`config.mk`:
```
export PLATFORM = sky130hd
export DESIGN_NAME = argb_unpremultiply_convert_top
export DESIGN_NICKNAME = d
export VERILOG_FILES = /design/src/hw/rtl/aupc_pkg.sv /design/src/hw/rtl/aupc_front.sv /design/src/hw/rtl/aupc_div_stage.sv /design/src/hw/rtl/argb_unpremultiply_convert_top.sv
export SDC_FILE = /design/constraint.sdc
export NUM_CORES = 1
export LEC_CHECK = 0
export BUFFER_PORTS_ARGS = -buffer_cell sky130_fd_sc_hd__buf_2
export CORE_MARGIN = 5
export CORE_UTILIZATION = 35
export CTS_CLUSTER_DIAMETER = 150
export DETAILED_ROUTE_END_ITERATION = 10
export PLACE_DENSITY = 0.62
export SYNTH_ARGS = -nofsm -noshare
export SYNTH_HDL_FRONTEND = slang
export SYNTH_SLANG_ARGS = --single-unit
```
`constraint.sdc`:
```
create_clock -name clock -period 9.65 [get_ports clock]
set_input_delay 0.4825 -clock clock [delete_from_list [all_inputs] [get_ports clock]]
set_output_delay 0.4825 -clock clock [all_outputs]
set_load 0.05 [all_outputs]
```
`src/hw/rtl/aupc_pkg.sv`:
```
package aupc_pkg;

   // Color channel lanes inside the pipeline payload.
   localparam int ChanRed   = 0;
   localparam int ChanGreen = 1;
   localparam int ChanBlue  = 2;
   localparam int ChanCount = 3;

   // Quotient bits resolved by each divider stage; two stages give eight bits.
   localparam int DivStepsPerStage = 4;

   // Register file.
   localparam int          CsrAddrWidth   = 3;
   localparam logic        RegKeepAlpha   = 1'b0;  // word index of keep_alpha
   localparam logic        KeepAlphaReset = 1'b1;
   localparam logic [7:0]  ColorMax       = 8'hFF;

   // One color lane of the divider: partial remainder, numerator bits not yet
   // shifted in, quotient bits so far, saturation flag and the raw byte.
   typedef struct packed {
      logic [7:0] rem;
      logic [7:0] num_lo;
      logic [7:0] quo;
      logic       sat;
      logic [7:0] raw;
   } chan_type;

   typedef struct packed {
      logic                       keep;
      logic                       zero;
      logic [7:0]                 alpha;
      logic                       row_end;
      logic                       frame_end;
      chan_type [ChanCount-1:0]   chan;
   } pipe_type;

endpackage

```
`src/hw/rtl/aupc_front.sv`:
```
module aupc_front
   import aupc_pkg::*;
(
   input  logic        clock,
   input  logic        reset,
   input  logic        in_valid,
   output logic        in_ready,
   input  logic [31:0] pixel_word,
   input  logic        row_end,
   input  logic        frame_end,
   input  logic        keep,
   output logic        out_valid,
   input  logic        out_ready,
   output pipe_type    out_data
);

   logic     valid_ff, valid_in;
   pipe_type data_ff, data_in;
   logic [7:0] alpha;

   assign alpha = pixel_word[31:24];

   // Numerator c*255 + a/2 fits 16 bits; the high byte is the starting
   // remainder and also decides whether the quotient exceeds 255.
   always_comb begin
      logic [7:0]  c;
      logic [15:0] numer;
      data_in.keep      = keep;
      data_in.zero      = (alpha == 8'h00);
      data_in.alpha     = alpha;
      data_in.row_end   = row_end;
      data_in.frame_end = frame_end;
      for (int i = 0; i < ChanCount; i++) begin
         c     = pixel_word[8*i +: 8];
         numer = {c, 8'h00} - {8'h00, c} + {9'h000, alpha[7:1]};
         data_in.chan[ChanCount-1-i].raw    = c;
         data_in.chan[ChanCount-1-i].rem    = numer[15:8];
         data_in.chan[ChanCount-1-i].num_lo = numer[7:0];
         data_in.chan[ChanCount-1-i].quo    = 8'h00;
         data_in.chan[ChanCount-1-i].sat    = (numer[15:8] >= alpha);
      end
   end

   assign in_ready = !valid_ff || out_ready;
   assign valid_in = in_ready ? in_valid : valid_ff;

   always_ff @(posedge clock) begin
      if (reset) begin
         valid_ff <= 1'b0;
      end else begin
         valid_ff <= valid_in;
      end
      if (in_valid && in_ready) begin
         data_ff <= data_in;
      end
   end

   assign out_valid = valid_ff;
   assign out_data  = data_ff;

endmodule

```
`src/hw/rtl/aupc_div_stage.sv`:
```
module aupc_div_stage
   import aupc_pkg::*;
(
   input  logic     clock,
   input  logic     reset,
   input  logic     in_valid,
   output logic     in_ready,
   input  pipe_type in_data,
   output logic     out_valid,
   input  logic     out_ready,
   output pipe_type out_data
);

   logic     valid_ff, valid_in;
   pipe_type data_ff, data_in;

   // Restoring division, one quotient bit per step. For an item that does not
   // saturate the remainder stays below alpha, so it always fits a byte after each step.
   always_comb begin
      logic [8:0] rem9;
      logic       ge;
      data_in = in_data;
      for (int ch = 0; ch < ChanCount; ch++) begin
         for (int s = 0; s < DivStepsPerStage; s++) begin
            rem9 = {data_in.chan[ch].rem, data_in.chan[ch].num_lo[7]};
            ge   = (rem9 >= {1'b0, in_data.alpha});
            data_in.chan[ch].rem    = ge ? 8'(rem9 - {1'b0, in_data.alpha}) : rem9[7:0];
            data_in.chan[ch].num_lo = {data_in.chan[ch].num_lo[6:0], 1'b0};
            data_in.chan[ch].quo    = {data_in.chan[ch].quo[6:0], ge};
         end
      end
   end

   assign in_ready = !valid_ff || out_ready;
   assign valid_in = in_ready ? in_valid : valid_ff;

   always_ff @(posedge clock) begin
      if (reset) begin
         valid_ff <= 1'b0;
      end else begin
         valid_ff <= valid_in;
      end
      if (in_valid && in_ready) begin
         data_ff <= data_in;
      end
   end

   assign out_valid = valid_ff;
   assign out_data  = data_ff;

endmodule

```
`src/hw/rtl/argb_unpremultiply_convert_top.sv`:
```
// Channel  | Direction | Handshake             | Contents
// req      | in        | req_valid / req_ready | premultiplied ARGB32 word, row and frame ends
// rsp      | out       | rsp_valid / rsp_ready | red, green, blue, alpha bytes, row and frame ends
// csr      | in/out    | APB, pready always 1  | keep_alpha at byte address 0
//
// One item enters per clock while rsp_ready is high; the pipeline then sustains one
// item per cycle. From acceptance to rsp_valid an item passes the numerator stage,
// loaded at the accepting edge, then two divider stages of four quotient bits each,
// then the output register.
// Reset is synchronous and active high; it empties the pipeline and sets
// keep_alpha to 1. Each stage has its own valid bit and takes a new item when
// it is empty or its successor takes its item, so a stall at rsp holds every
// item in place and bubbles close up.
module argb_unpremultiply_convert_top
   import aupc_pkg::*;
(
   input  logic                    clock,
   input  logic                    reset,

   input  logic                    req_valid,
   output logic                    req_ready,
   input  logic [31:0]             req_pixel_word,
   input  logic                    req_row_end_in,
   input  logic                    req_frame_end_in,

   output logic                    rsp_valid,
   input  logic                    rsp_ready,
   output logic [7:0]              rsp_red_out,
   output logic [7:0]              rsp_green_out,
   output logic [7:0]              rsp_blue_out,
   output logic [7:0]              rsp_alpha_out,
   output logic                    rsp_row_end_out,
   output logic                    rsp_frame_end_out,

   input  logic                    csr_psel,
   input  logic                    csr_penable,
   input  logic                    csr_pwrite,
   input  logic [CsrAddrWidth-1:0] csr_paddr,
   input  logic [31:0]             csr_pwdata,
   output logic [31:0]             csr_prdata,
   output logic                    csr_pready
);

   // Configuration register. The word index is the address above the byte
   // offset; writes to any other word are dropped.
   logic keep_alpha_ff, keep_alpha_in;
   logic csr_hit;

   assign csr_pready = 1'b1;
   assign csr_hit    = (csr_paddr[CsrAddrWidth-1:2] == RegKeepAlpha);

   always_comb begin
      keep_alpha_in = keep_alpha_ff;
      if (csr_psel && csr_penable && csr_pwrite && csr_pready && csr_hit) begin
         keep_alpha_in = csr_pwdata[0];
      end
   end

   always_ff @(posedge clock) begin
      if (reset) begin
         keep_alpha_ff <= KeepAlphaReset;
      end else begin
         keep_alpha_ff <= keep_alpha_in;
      end
   end

   assign csr_prdata = csr_hit ? {31'h0, keep_alpha_ff} : 32'h0;

   // Pipeline stages. The mode bit is captured with each item at entry.
   logic     front_valid, front_ready;
   pipe_type front_data;
   logic     div0_valid, div0_ready;
   pipe_type div0_data;
   logic     div1_valid, div1_ready;
   pipe_type div1_data;

   aupc_front u_front (
      .clock      (clock),
      .reset      (reset),
      .in_valid   (req_valid),
      .in_ready   (req_ready),
      .pixel_word (req_pixel_word),
      .row_end    (req_row_end_in),
      .frame_end  (req_frame_end_in),
      .keep       (keep_alpha_ff),
      .out_valid  (front_valid),
      .out_ready  (front_ready),
      .out_data   (front_data)
   );

   aupc_div_stage u_div_hi (
      .clock     (clock),
      .reset     (reset),
      .in_valid  (front_valid),
      .in_ready  (front_ready),
      .in_data   (front_data),
      .out_valid (div0_valid),
      .out_ready (div0_ready),
      .out_data  (div0_data)
   );

   aupc_div_stage u_div_lo (
      .clock     (clock),
      .reset     (reset),
      .in_valid  (div0_valid),
      .in_ready  (div0_ready),
      .in_data   (div0_data),
      .out_valid (div1_valid),
      .out_ready (div1_ready),
      .out_data  (div1_data)
   );

   // Output register. In alpha mode a zero alpha gives black, and a color
   // byte above alpha saturates to full scale; otherwise the quotient is used.
   // In plain mode the raw color bytes pass and alpha reads as zero.
   logic       rsp_valid_ff, rsp_valid_in;
   logic [7:0] color_ff [ChanCount];
   logic [7:0] color_in [ChanCount];
   logic [7:0] alpha_ff, alpha_in;
   logic       row_end_ff, frame_end_ff;
   logic       keep_ff;

   always_comb begin
      for (int ch = 0; ch < ChanCount; ch++) begin
         if (!div1_data.keep) begin
            color_in[ch] = div1_data.chan[ch].raw;
         end else if (div1_data.zero) begin
            color_in[ch] = 8'h00;
         end else if (div1_data.chan[ch].sat) begin
            color_in[ch] = ColorMax;
         end else begin
            color_in[ch] = div1_data.chan[ch].quo;
         end
      end
      alpha_in = div1_data.keep ? div1_data.alpha : 8'h00;
   end

   assign div1_ready   = !rsp_valid_ff || rsp_ready;
   assign rsp_valid_in = div1_ready ? div1_valid : rsp_valid_ff;

   always_ff @(posedge clock) begin
      if (reset) begin
         rsp_valid_ff <= 1'b0;
      end else begin
         rsp_valid_ff <= rsp_valid_in;
      end
      if (div1_valid && div1_ready) begin
         color_ff     <= color_in;
         alpha_ff     <= alpha_in;
         row_end_ff   <= div1_data.row_end;
         frame_end_ff <= div1_data.frame_end;
         keep_ff      <= div1_data.keep;
      end
   end

   assign rsp_valid         = rsp_valid_ff;
   assign rsp_red_out       = color_ff[ChanRed];
   assign rsp_green_out     = color_ff[ChanGreen];
   assign rsp_blue_out      = color_ff[ChanBlue];
   assign rsp_alpha_out     = alpha_ff;
   assign rsp_row_end_out   = row_end_ff;
   assign rsp_frame_end_out = frame_end_ff;

   // Reset empties the pipeline, so nothing is offered right after it.
   a_reset_empties: assert property (@(posedge clock) reset |=> !rsp_valid)
      else $error("result offered in the cycle after reset");

   // With the consumer ready, no stage may hold back the input.
   a_no_needless_stall: assert property (@(posedge clock) disable iff (reset)
      rsp_ready |-> req_ready)
      else $error("input stalled although the result side is ready");

   // An item with zero alpha in alpha mode must leave as black.
   a_zero_alpha_black: assert property (@(posedge clock) disable iff (reset)
      (rsp_valid && keep_ff && rsp_alpha_out == 8'h00) |->
      (rsp_red_out == 8'h00 && rsp_green_out == 8'h00 && rsp_blue_out == 8'h00))
      else $error("zero alpha item produced a nonzero color");

   // In plain mode the alpha byte is always cleared.
   a_plain_alpha_zero: assert property (@(posedge clock) disable iff (reset)
      (rsp_valid && !keep_ff) |-> (rsp_alpha_out == 8'h00))
      else $error("plain mode item carries nonzero alpha");

endmodule
```
Yosys cells after proc, flatten, opt, wreduce, memory -nomap -nowiden
Cells that the tools add are included.

storage, ports and cells
  output and inout port bits = 69
  logic and storage cells = 164
  bits in registers = 276
  input bits = 76

cells by class
  reductions and logical operators = 16
  magnitude comparators = 27
  mux-type cells = 31
  add/sub/neg operators = 27
  bitwise logic cells = 1

operator list
  operator           number
  $mux 8             30
  $ge 9x8->1         24
  $sub 8x8->8        21
  $add 16x7->16      3
  $sub 16x8->16      3
  $ge 8x8->1         3
  $logic_not 8->1    1
  $logic_and 1x1->1  7
  $logic_not 1->1    4
  $logic_or 1x1->1   4
  $mux 1             1
  $not 1->1          1

Logic depth before layout (Yosys ltp)
Gate-level depths: netlist (run 1).

  depth after elaboration = 8
  gate-level depth with buffers = 43
  depth with buffers taken out = 40

Hierarchy
From an unflattened synthesis (run 1), not the netlist that was laid out.

second synthesis, totals
  cells, all modules = 2151
  area, all modules = 23482.5 µm²

modules (own cells, without submodules)
  module                          cells an instance  area an instance (µm²)  sequential area each (µm²)  instances
  aupc_div_stage (u_div_hi)       806                8360.5                  2992.9                      1
  aupc_div_stage (u_div_lo)       791                8331.7                  2992.9                      1
  aupc_front                      386                4790.8                  2632.5                      1
  argb_unpremultiply_convert_top  168                1999.4                  1061.0                      1

Worst setup path after synthesis (run 1)
No wires, ideal clock.

  path kind = flip-flop to flip-flop
  from = reg u_front.data_ff, in the netlist u_front.out_data[102]
  to = reg u_div_hi.data_ff, in the netlist u_div_hi.out_data[28] (data pin)
  slack = 567 ps
  data arrival time = 8822 ps
  stages on the path, launching flop included = 41
  library setup time = 261 ps
  path through = edfxtp_1 inv_1 ha_1 nor2b_1 o31ai_4 a31oi_1 nor2_1 inv_1 clkbuf_1 o21ai_0 inv_1 ha_1 nor2b_1 o31a_1 o31a_1 o31ai_1 and2_1 buf_2 [... 5 more ...] o21ai_0 a21boi_0 o31ai_1 a31oi_1 nor2_1 o21ai_1 buf_2 nor2_1 a21oi_1 ha_1 a21o_1 a21oi_1 a2bb2oi_1 o2bb2ai_1 a21oi_1 or2_2 mux2_2 a221o_1

RTL lines
  what                      RTL line              source
  start: declaration        aupc_front.sv:18      pipe_type data_ff, data_in;
  start signal: assignment  aupc_front.sv:54      data_ff <= data_in;
  end signal: assignment    aupc_div_stage.sv:44  data_ff <= data_in;
  end: declaration          aupc_div_stage.sv:15  pipe_type data_ff, data_in;

==> results.sh, run 1 <==
export IMPL_die_area_um2=62900
export IMPL_synth_seq_cells=276
export IMPL_vias=14400
export IMPL_clk_pin_slew_ps=60
export IMPL_grt_max_degree=64
export IMPL_dieWidth_um=251
export IMPL_crit_path_start="u_front.out_data[104]$_DFFE_PP_"
export IMPL_area_delta_synth_final_pct=11.8
export IMPL_critPathMaxStageDelay_ps=390
export IMPL_cp_top_family="compound AO/OA/AOI/OAI gates"
export IMPL_avgSynthCellArea_um2=10.8
export IMPL_met3_usage_pct=2.20
export IMPL_place_inst=2742
export IMPL_final_util_pct=39.4
export IMPL_postSynth_asyncResetShare_pct=0
export IMPL_hold_end="u_front.out_data[99]$_DFFE_PP_"
export IMPL_antenna_left=0
export IMPL_grt_usage_pct=15.2
export IMPL_cp_max_fo=9
export IMPL_start_util_pct=35.3
export IMPL_dpl_hpwl_um=38200
export IMPL_finalInstanceArea_um2=22700
export IMPL_outcome="finished, final reports clean"
export IMPL_vias_per_cell=5.16
export IMPL_root_buffer="clkbuf_16"
export IMPL_ys_flop_type="edfxtp_1"
export IMPL_reg2reg_slack_ps=760
export IMPL_insertion_delay_ps=570
export IMPL_wl_per_cell_um=17.6
export IMPL_grt_busiest_layer="met2"
export IMPL_io_pins=145
export IMPL_crit_required_ps=9950
export IMPL_start_kind="flop"
export IMPL_ys_seq_area_share_pct=40.6
export IMPL_fin_crit_ps=8890
export IMPL_r2r_end="u_div_hi.out_data[98]$_DFFE_PP_"
export IMPL_holdCritStartpoint="req_frame_end_in"
export IMPL_worstSetupPathType="flop to flop"
export IMPL_reg2reg_depth=34
export IMPL_slew_headroom_pct=21.1
export IMPL_gp_congestion=0.880
export IMPL_setup_violations=0
export IMPL_drc=0
export IMPL_syn_inst=1879
export IMPL_drt_total_wl_um=49200
export IMPL_maxCapViolCount=0
export IMPL_synth_warnings=0
export IMPL_port_buffer_count=79
export IMPL_cts_buffer_depth=3
export IMPL_synth_edf_count=271
export IMPL_synth_distinct_cells=87
export IMPL_diodes=0
export IMPL_hold_path_class="primary input to flop"
export IMPL_cts_setup_buffers=0
export IMPL_drtIter0Drc=824
export IMPL_htreeDepth=1
export IMPL_worst_pin_slew_ps=1180
export IMPL_cts_tree="built"
export IMPL_drive_above_1_share_pct=16.0
export IMPL_core_um2=57600
export IMPL_timing_rr_start="u_front.out_data[104]$_DFFE_PP_"
export IMPL_fin_nets=2343
export IMPL_grt_ovfl_total=0
export IMPL_holdPathStages=1
export IMPL_clock_sinks=276
export IMPL_dpl_cell_area_um2=21800
export IMPL_netlist_area_um2=20300
export IMPL_antenna_found_initial=0
export IMPL_cp_slowest_cell="edfxtp_1"
export IMPL_hold_viol=0
export IMPL_grt_use_met2_pct=25.6
export IMPL_skew_ps=21.9
export IMPL_grt_first_pass_wirelength_um=77900
export IMPL_path_common_cell="a21oi_1"
export IMPL_grt_use_met1_pct=20.6
export IMPL_fmax_ghz=0.112
export IMPL_rows=88
export IMPL_grt_pass1_vias=14600
export IMPL_end_kind="flop"
export IMPL_finalNonFillerCells=2790
export IMPL_first_pass_iters=6
export IMPL_cts_buffers=27
export IMPL_drv_slew=0
export IMPL_cp_num_buf_inv=2
export IMPL_die_h_um=251
export IMPL_finalCritPeriodShare_pct=92.1
export IMPL_arrival_ps=9200
[synth_stat cells (20+ instances only)]
cell	count	share of area (%)
edfxtp_1	271	40
ha_1	237	15
nor2_1	175	3.2
inv_1	159	2.9
mux2_2	114	6.3
xnor2_1	94	4.1
a21oi_1	87	2.1
o21ai_0	85	2.1
nand2_1	69	1.3
a21o_1	56	2.1
nor2b_1	47	1.4
nor3_1	41	1.0
buf_4	32	1.2
xor2_1	31	1.3
o21a_1	30	1.1
mux2i_1	28	1.4
fa_1	24	2.4
nand4_1	24	0.74
nand3_1	21	0.52
a21boi_0	20	0.74
nand2b_1	20	0.62
[repair_timing]
| item | 4_1_cts | 5_1_grt |
|---|---|---|
| hold buffers | 0 | 0 |
| endpoints found under the setup margin | 0 | 26 |
| resized for setup | 0 | 13 |
| hold endpoints to repair | 0 | 0 |
[cell usage in the layout (no fill, tap or decap), drive strengths merged, types with 5 or more instances in the layout]
master	instances
a211o	9
a211oi	13
a21boi	20
a21o	58
a21oi	87
a221o	6
a31oi	8
and2	14
and3	14
and4	6
buf	119
clkbuf	31
clkinv	11
conb	32
dfxtp	5
edfxtp	271
fa	24
ha	237
inv	163
mux2	114
mux2i	29
nand2	69
nand2b	20
nand3	21
nand4	24
nor2	175
nor2b	47
nor3	42
nor3b	6
nor4	7
o211ai	5
o21a	30
o21ai	88
o21bai	13
o31a	8
o31ai	8
or2	7
xnor2	94
xor2	31
[registers in the layout (all words and copies together), names as in the netlist]
register and count:
u_front.out_valid 1, rsp_frame_end_out 1, rsp_red_out 8, rsp_blue_out 8, u_div_lo.out_valid 1, keep_alpha_ff 1
rsp_alpha_out 8, u_front.out_data 87, rsp_row_end_out 1, rsp_valid 1, rsp_green_out 8, u_div_hi.out_data 87
u_div_lo.out_data 63, u_div_hi.out_valid 1
[cells by family (layout without fill, tap and decap cells)]
kind of cell,after synthesis,count (layout),synth area share (%)
and+or+nand+nor,470,470,11.5
other,2,32,0.0370
buffers and inverters,213,329,4.63
DFF,276,276,40.6
AOI/OAI and AO/OA,389,389,13.1
adders and majority gates,261,261,17.0
xor gates and xnor gates,125,125,5.39
muxes,143,143,7.81
[metrics by stage]
stage / TNS, ps / hold WS (ps) / worst slack [ps]
global route: -18.4 / 55.6 / -17.2
CTS: 0 / 52.4 / 526
finish: 0 / 81.3 / 758
floorplan: 0 / 400 / 567
global placement: 0 / 400 / 711
detailed placement: 0 / 405 / 601
[cell type report]
class / instances / area [µm²]
clock buffer: 31 / 691
clock inverter: 17 / 209
fill: 5569 / 34900
inverter: 162 / 612
multi-input combinational: 1420 / 11300
sequential: 276 / 8240
tap: 765 / 957
timing repair buffer: 119 / 696
[worst max path at each step]
| stage | cells past startpoint | endpoint | slack [ps] |
|---|---|---|---|
| after global routing | 38 | u_div_hi.out_data[28]$_DFFE_PP_ | -20 |
| after floorplan | 40 | u_div_hi.out_data[28]$_DFFE_PP_ | 570 |
| after detailed placement | 34 | u_div_hi.out_data[98]$_DFFE_PP_ | 600 |
| final | 34 | u_div_hi.out_data[98]$_DFFE_PP_ | 760 |
| after CTS | 34 | u_div_hi.out_data[98]$_DFFE_PP_ | 530 |
| after global placement | 36 | u_div_hi.out_data[64]$_DFFE_PP_ | 710 |
[per-layer routing]
| metal | part of all wire (%) | up-vias | routed length (µm) |
|---|---|---|---|
| li1 | - | 7082 | - |
| met1 | 46 | 6957 | 22600 |
| met2 | 47 | 282 | 22900 |
| met3 | 4.3 | 80 | 2090 |
| met4 | 3.2 | 0 | 1570 |
| met5 | 0 | - | 0 |
Power of run 1 is not shown: default switching activity piles up to over one toggle a cycle in this logic, so the estimate is an artifact.
==> inputs of run 2 (changes only) <==
--- a/config.mk
+++ b/config.mk
@@ -12,4 +12,5 @@
 export DETAILED_ROUTE_END_ITERATION = 10
 export PLACE_DENSITY = 0.62
+export RECOVER_POWER = 25
 export SYNTH_ARGS = -nofsm -noshare
 export SYNTH_HDL_FRONTEND = slang
==> constraint.sdc (replaced) <==
create_clock -name clock -period 9.65 [get_ports clock]
set_input_delay 0.4825 -clock clock [delete_from_list [all_inputs] [get_ports clock]]
set_output_delay 0.4825 -clock clock [all_outputs]
set_load 0.01 [all_outputs]
==> results.sh, run 2 (same netlist as run 1, synthesis figures left out) <==
export IMPL_outcome="complete, but fails checks"
export IMPL_violations="max-capacitance violations, max-slew violations"
export IMPL_hold_path_class="primary input to flop"
export IMPL_area_delta_synth_final_pct=11.6
export IMPL_die_h_um=251
export IMPL_fmax_ghz=0.113
export IMPL_final_common_cell="edfxtp_1"
export IMPL_cp_slowest_cell="edfxtp_1"
export IMPL_start_kind="flop"
export IMPL_first_pass_iters=5
export IMPL_drv_slew=33
export IMPL_fin_crit_ps=8870
export IMPL_finalCritPeriodShare_pct=91.9
export IMPL_critPathMaxStageDelay_ps=390
export IMPL_grt_first_pass_wirelength_um=77900
export IMPL_cts_buffer_depth=3
export IMPL_cp_max_fo=9
export IMPL_grt_ovfl_total=0
export IMPL_rows=88
export IMPL_antenna_found_initial=0
export IMPL_mostFrequentLayoutCells="271 x edfxtp_1, 236 x ha_1, 174 x nor2_1"
export IMPL_end_kind="flop"
export IMPL_grt_busiest_layer="met2"
export IMPL_fin_setup_tns_ps=0
export IMPL_insertion_delay_ps=580
export IMPL_hold_viol=0
export IMPL_grt_use_met1_pct=20.6
export IMPL_vias_per_cell=5.16
export IMPL_cts_tree="built"
export IMPL_grt_pass1_vias=14600
export IMPL_met3_usage_pct=2.20
export IMPL_start_util_pct=35.3
export IMPL_cts_buffers=27
export IMPL_clk_pin_slew_ps=70
export IMPL_worst_pin_slew_ps=1780
export IMPL_clock_sinks=276
export IMPL_dpl_hpwl_um=38200
export IMPL_drc=0
export IMPL_port_buffer_count=79
export IMPL_dieWidth_um=251
export IMPL_fin_nets=2343
export IMPL_worstSetupPathType="flop to flop"
export IMPL_htreeDepth=1
export IMPL_die_area_um2=62900
export IMPL_drtIter0Drc=781
export IMPL_drt_total_wl_um=49100
export IMPL_vias=14400
export IMPL_core_um2=57600
export IMPL_slew_headroom_pct=-18.6
export IMPL_antenna_left=0
export IMPL_gp_congestion=0.880
export IMPL_crit_required_ps=9960
export IMPL_maxCapViolCount=1
export IMPL_root_buffer="clkbuf_16"
export IMPL_grt_usage_pct=15.2
export IMPL_final_util_pct=39.3
export IMPL_drive_above_1_share_pct=14.3
export IMPL_arrival_ps=9180
export IMPL_grt_max_degree=64
export IMPL_io_pins=145
export IMPL_setup_violations=0
export IMPL_skew_ps=23.3
export IMPL_diodes=0
export IMPL_wl_per_cell_um=17.6
export IMPL_grt_use_met2_pct=25.6
[run 2: cell types whose count changed in the layout (fill, tap and decap cells not counted), sizes merged]
cell    change
buf        -35
clkbuf     +35
[run 2: timing repair]
item                                    in CTS  in global routing
endpoints found under the setup margin       0                 26
buffers inserted                             0                  0
gates resized for setup                      0                 13
hold buffers                                 0                  0
[run 2: stage by stage]
step / hold WS [ps] / cell area, µm² / instances / setup WS (ps)
4_1_cts: 52.4 / 22700 / 2790 / 526
3_3_place_gp: 400 / 21800 / 2742 / 711
2_1_floorplan: 400 / 20400 / 1909 / 567
6_report: 79.5 / 22700 / 2790 / 778
5_1_grt: 55.6 / 22700 / 2790 / -17.2
3_5_place_dp: 405 / 21800 / 2742 / 601
[run 2: metal layers]
layer / vias to the layer above / wire, µm
li1: 7080 / -
met1: 6947 / 22500
met2: 292 / 22800
met3: 83 / 2210
met4: 0 / 1580
met5: - / 0
[run 2: worst paths after layout]
| path | from | end | slack, ps | cells past startpoint |
|---|---|---|---|---|
| setup / recovery | u_front.out_data[103]$_DFFE_PP_ | u_div_hi.out_data[98]$_DFFE_PP_ | 780 | 35 |
| hold / removal | req_frame_end_in | u_front.out_data[99]$_DFFE_PP_ | 80 | 1 |
| setup reg to reg | u_front.out_data[103]$_DFFE_PP_ | u_div_hi.out_data[98]$_DFFE_PP_ | 780 | 35 |
| hold reg to reg | u_div_hi.out_data[73]$_DFFE_PP_ | u_div_lo.out_data[73]$_DFFE_PP_ | 400 | 0 |
[run 2: layout make-up]
cell class / instances / area, µm²
Sequential cell: 276 / 8240
Timing Repair Buffer: 119 / 644
Fill cell: 5587 / 34900
Clock inverter: 17 / 209
Multi-Input combinational cell: 1420 / 11300
Inverter: 162 / 612
Clock buffer: 31 / 691
Tap cell: 765 / 957
[run 2: worst max-delay path, delay by kind of cell, from the launching register on]
family | cells | cell delay (ps)
buf+inv | 4 | 810
flops | 1 | 390
compound gates | 16 | 3790
fa+ha+maj | 4 | 1040
mux | 3 | 1090
simple gates | 8 | 1490
Power of run 2 is left out for the same reason.
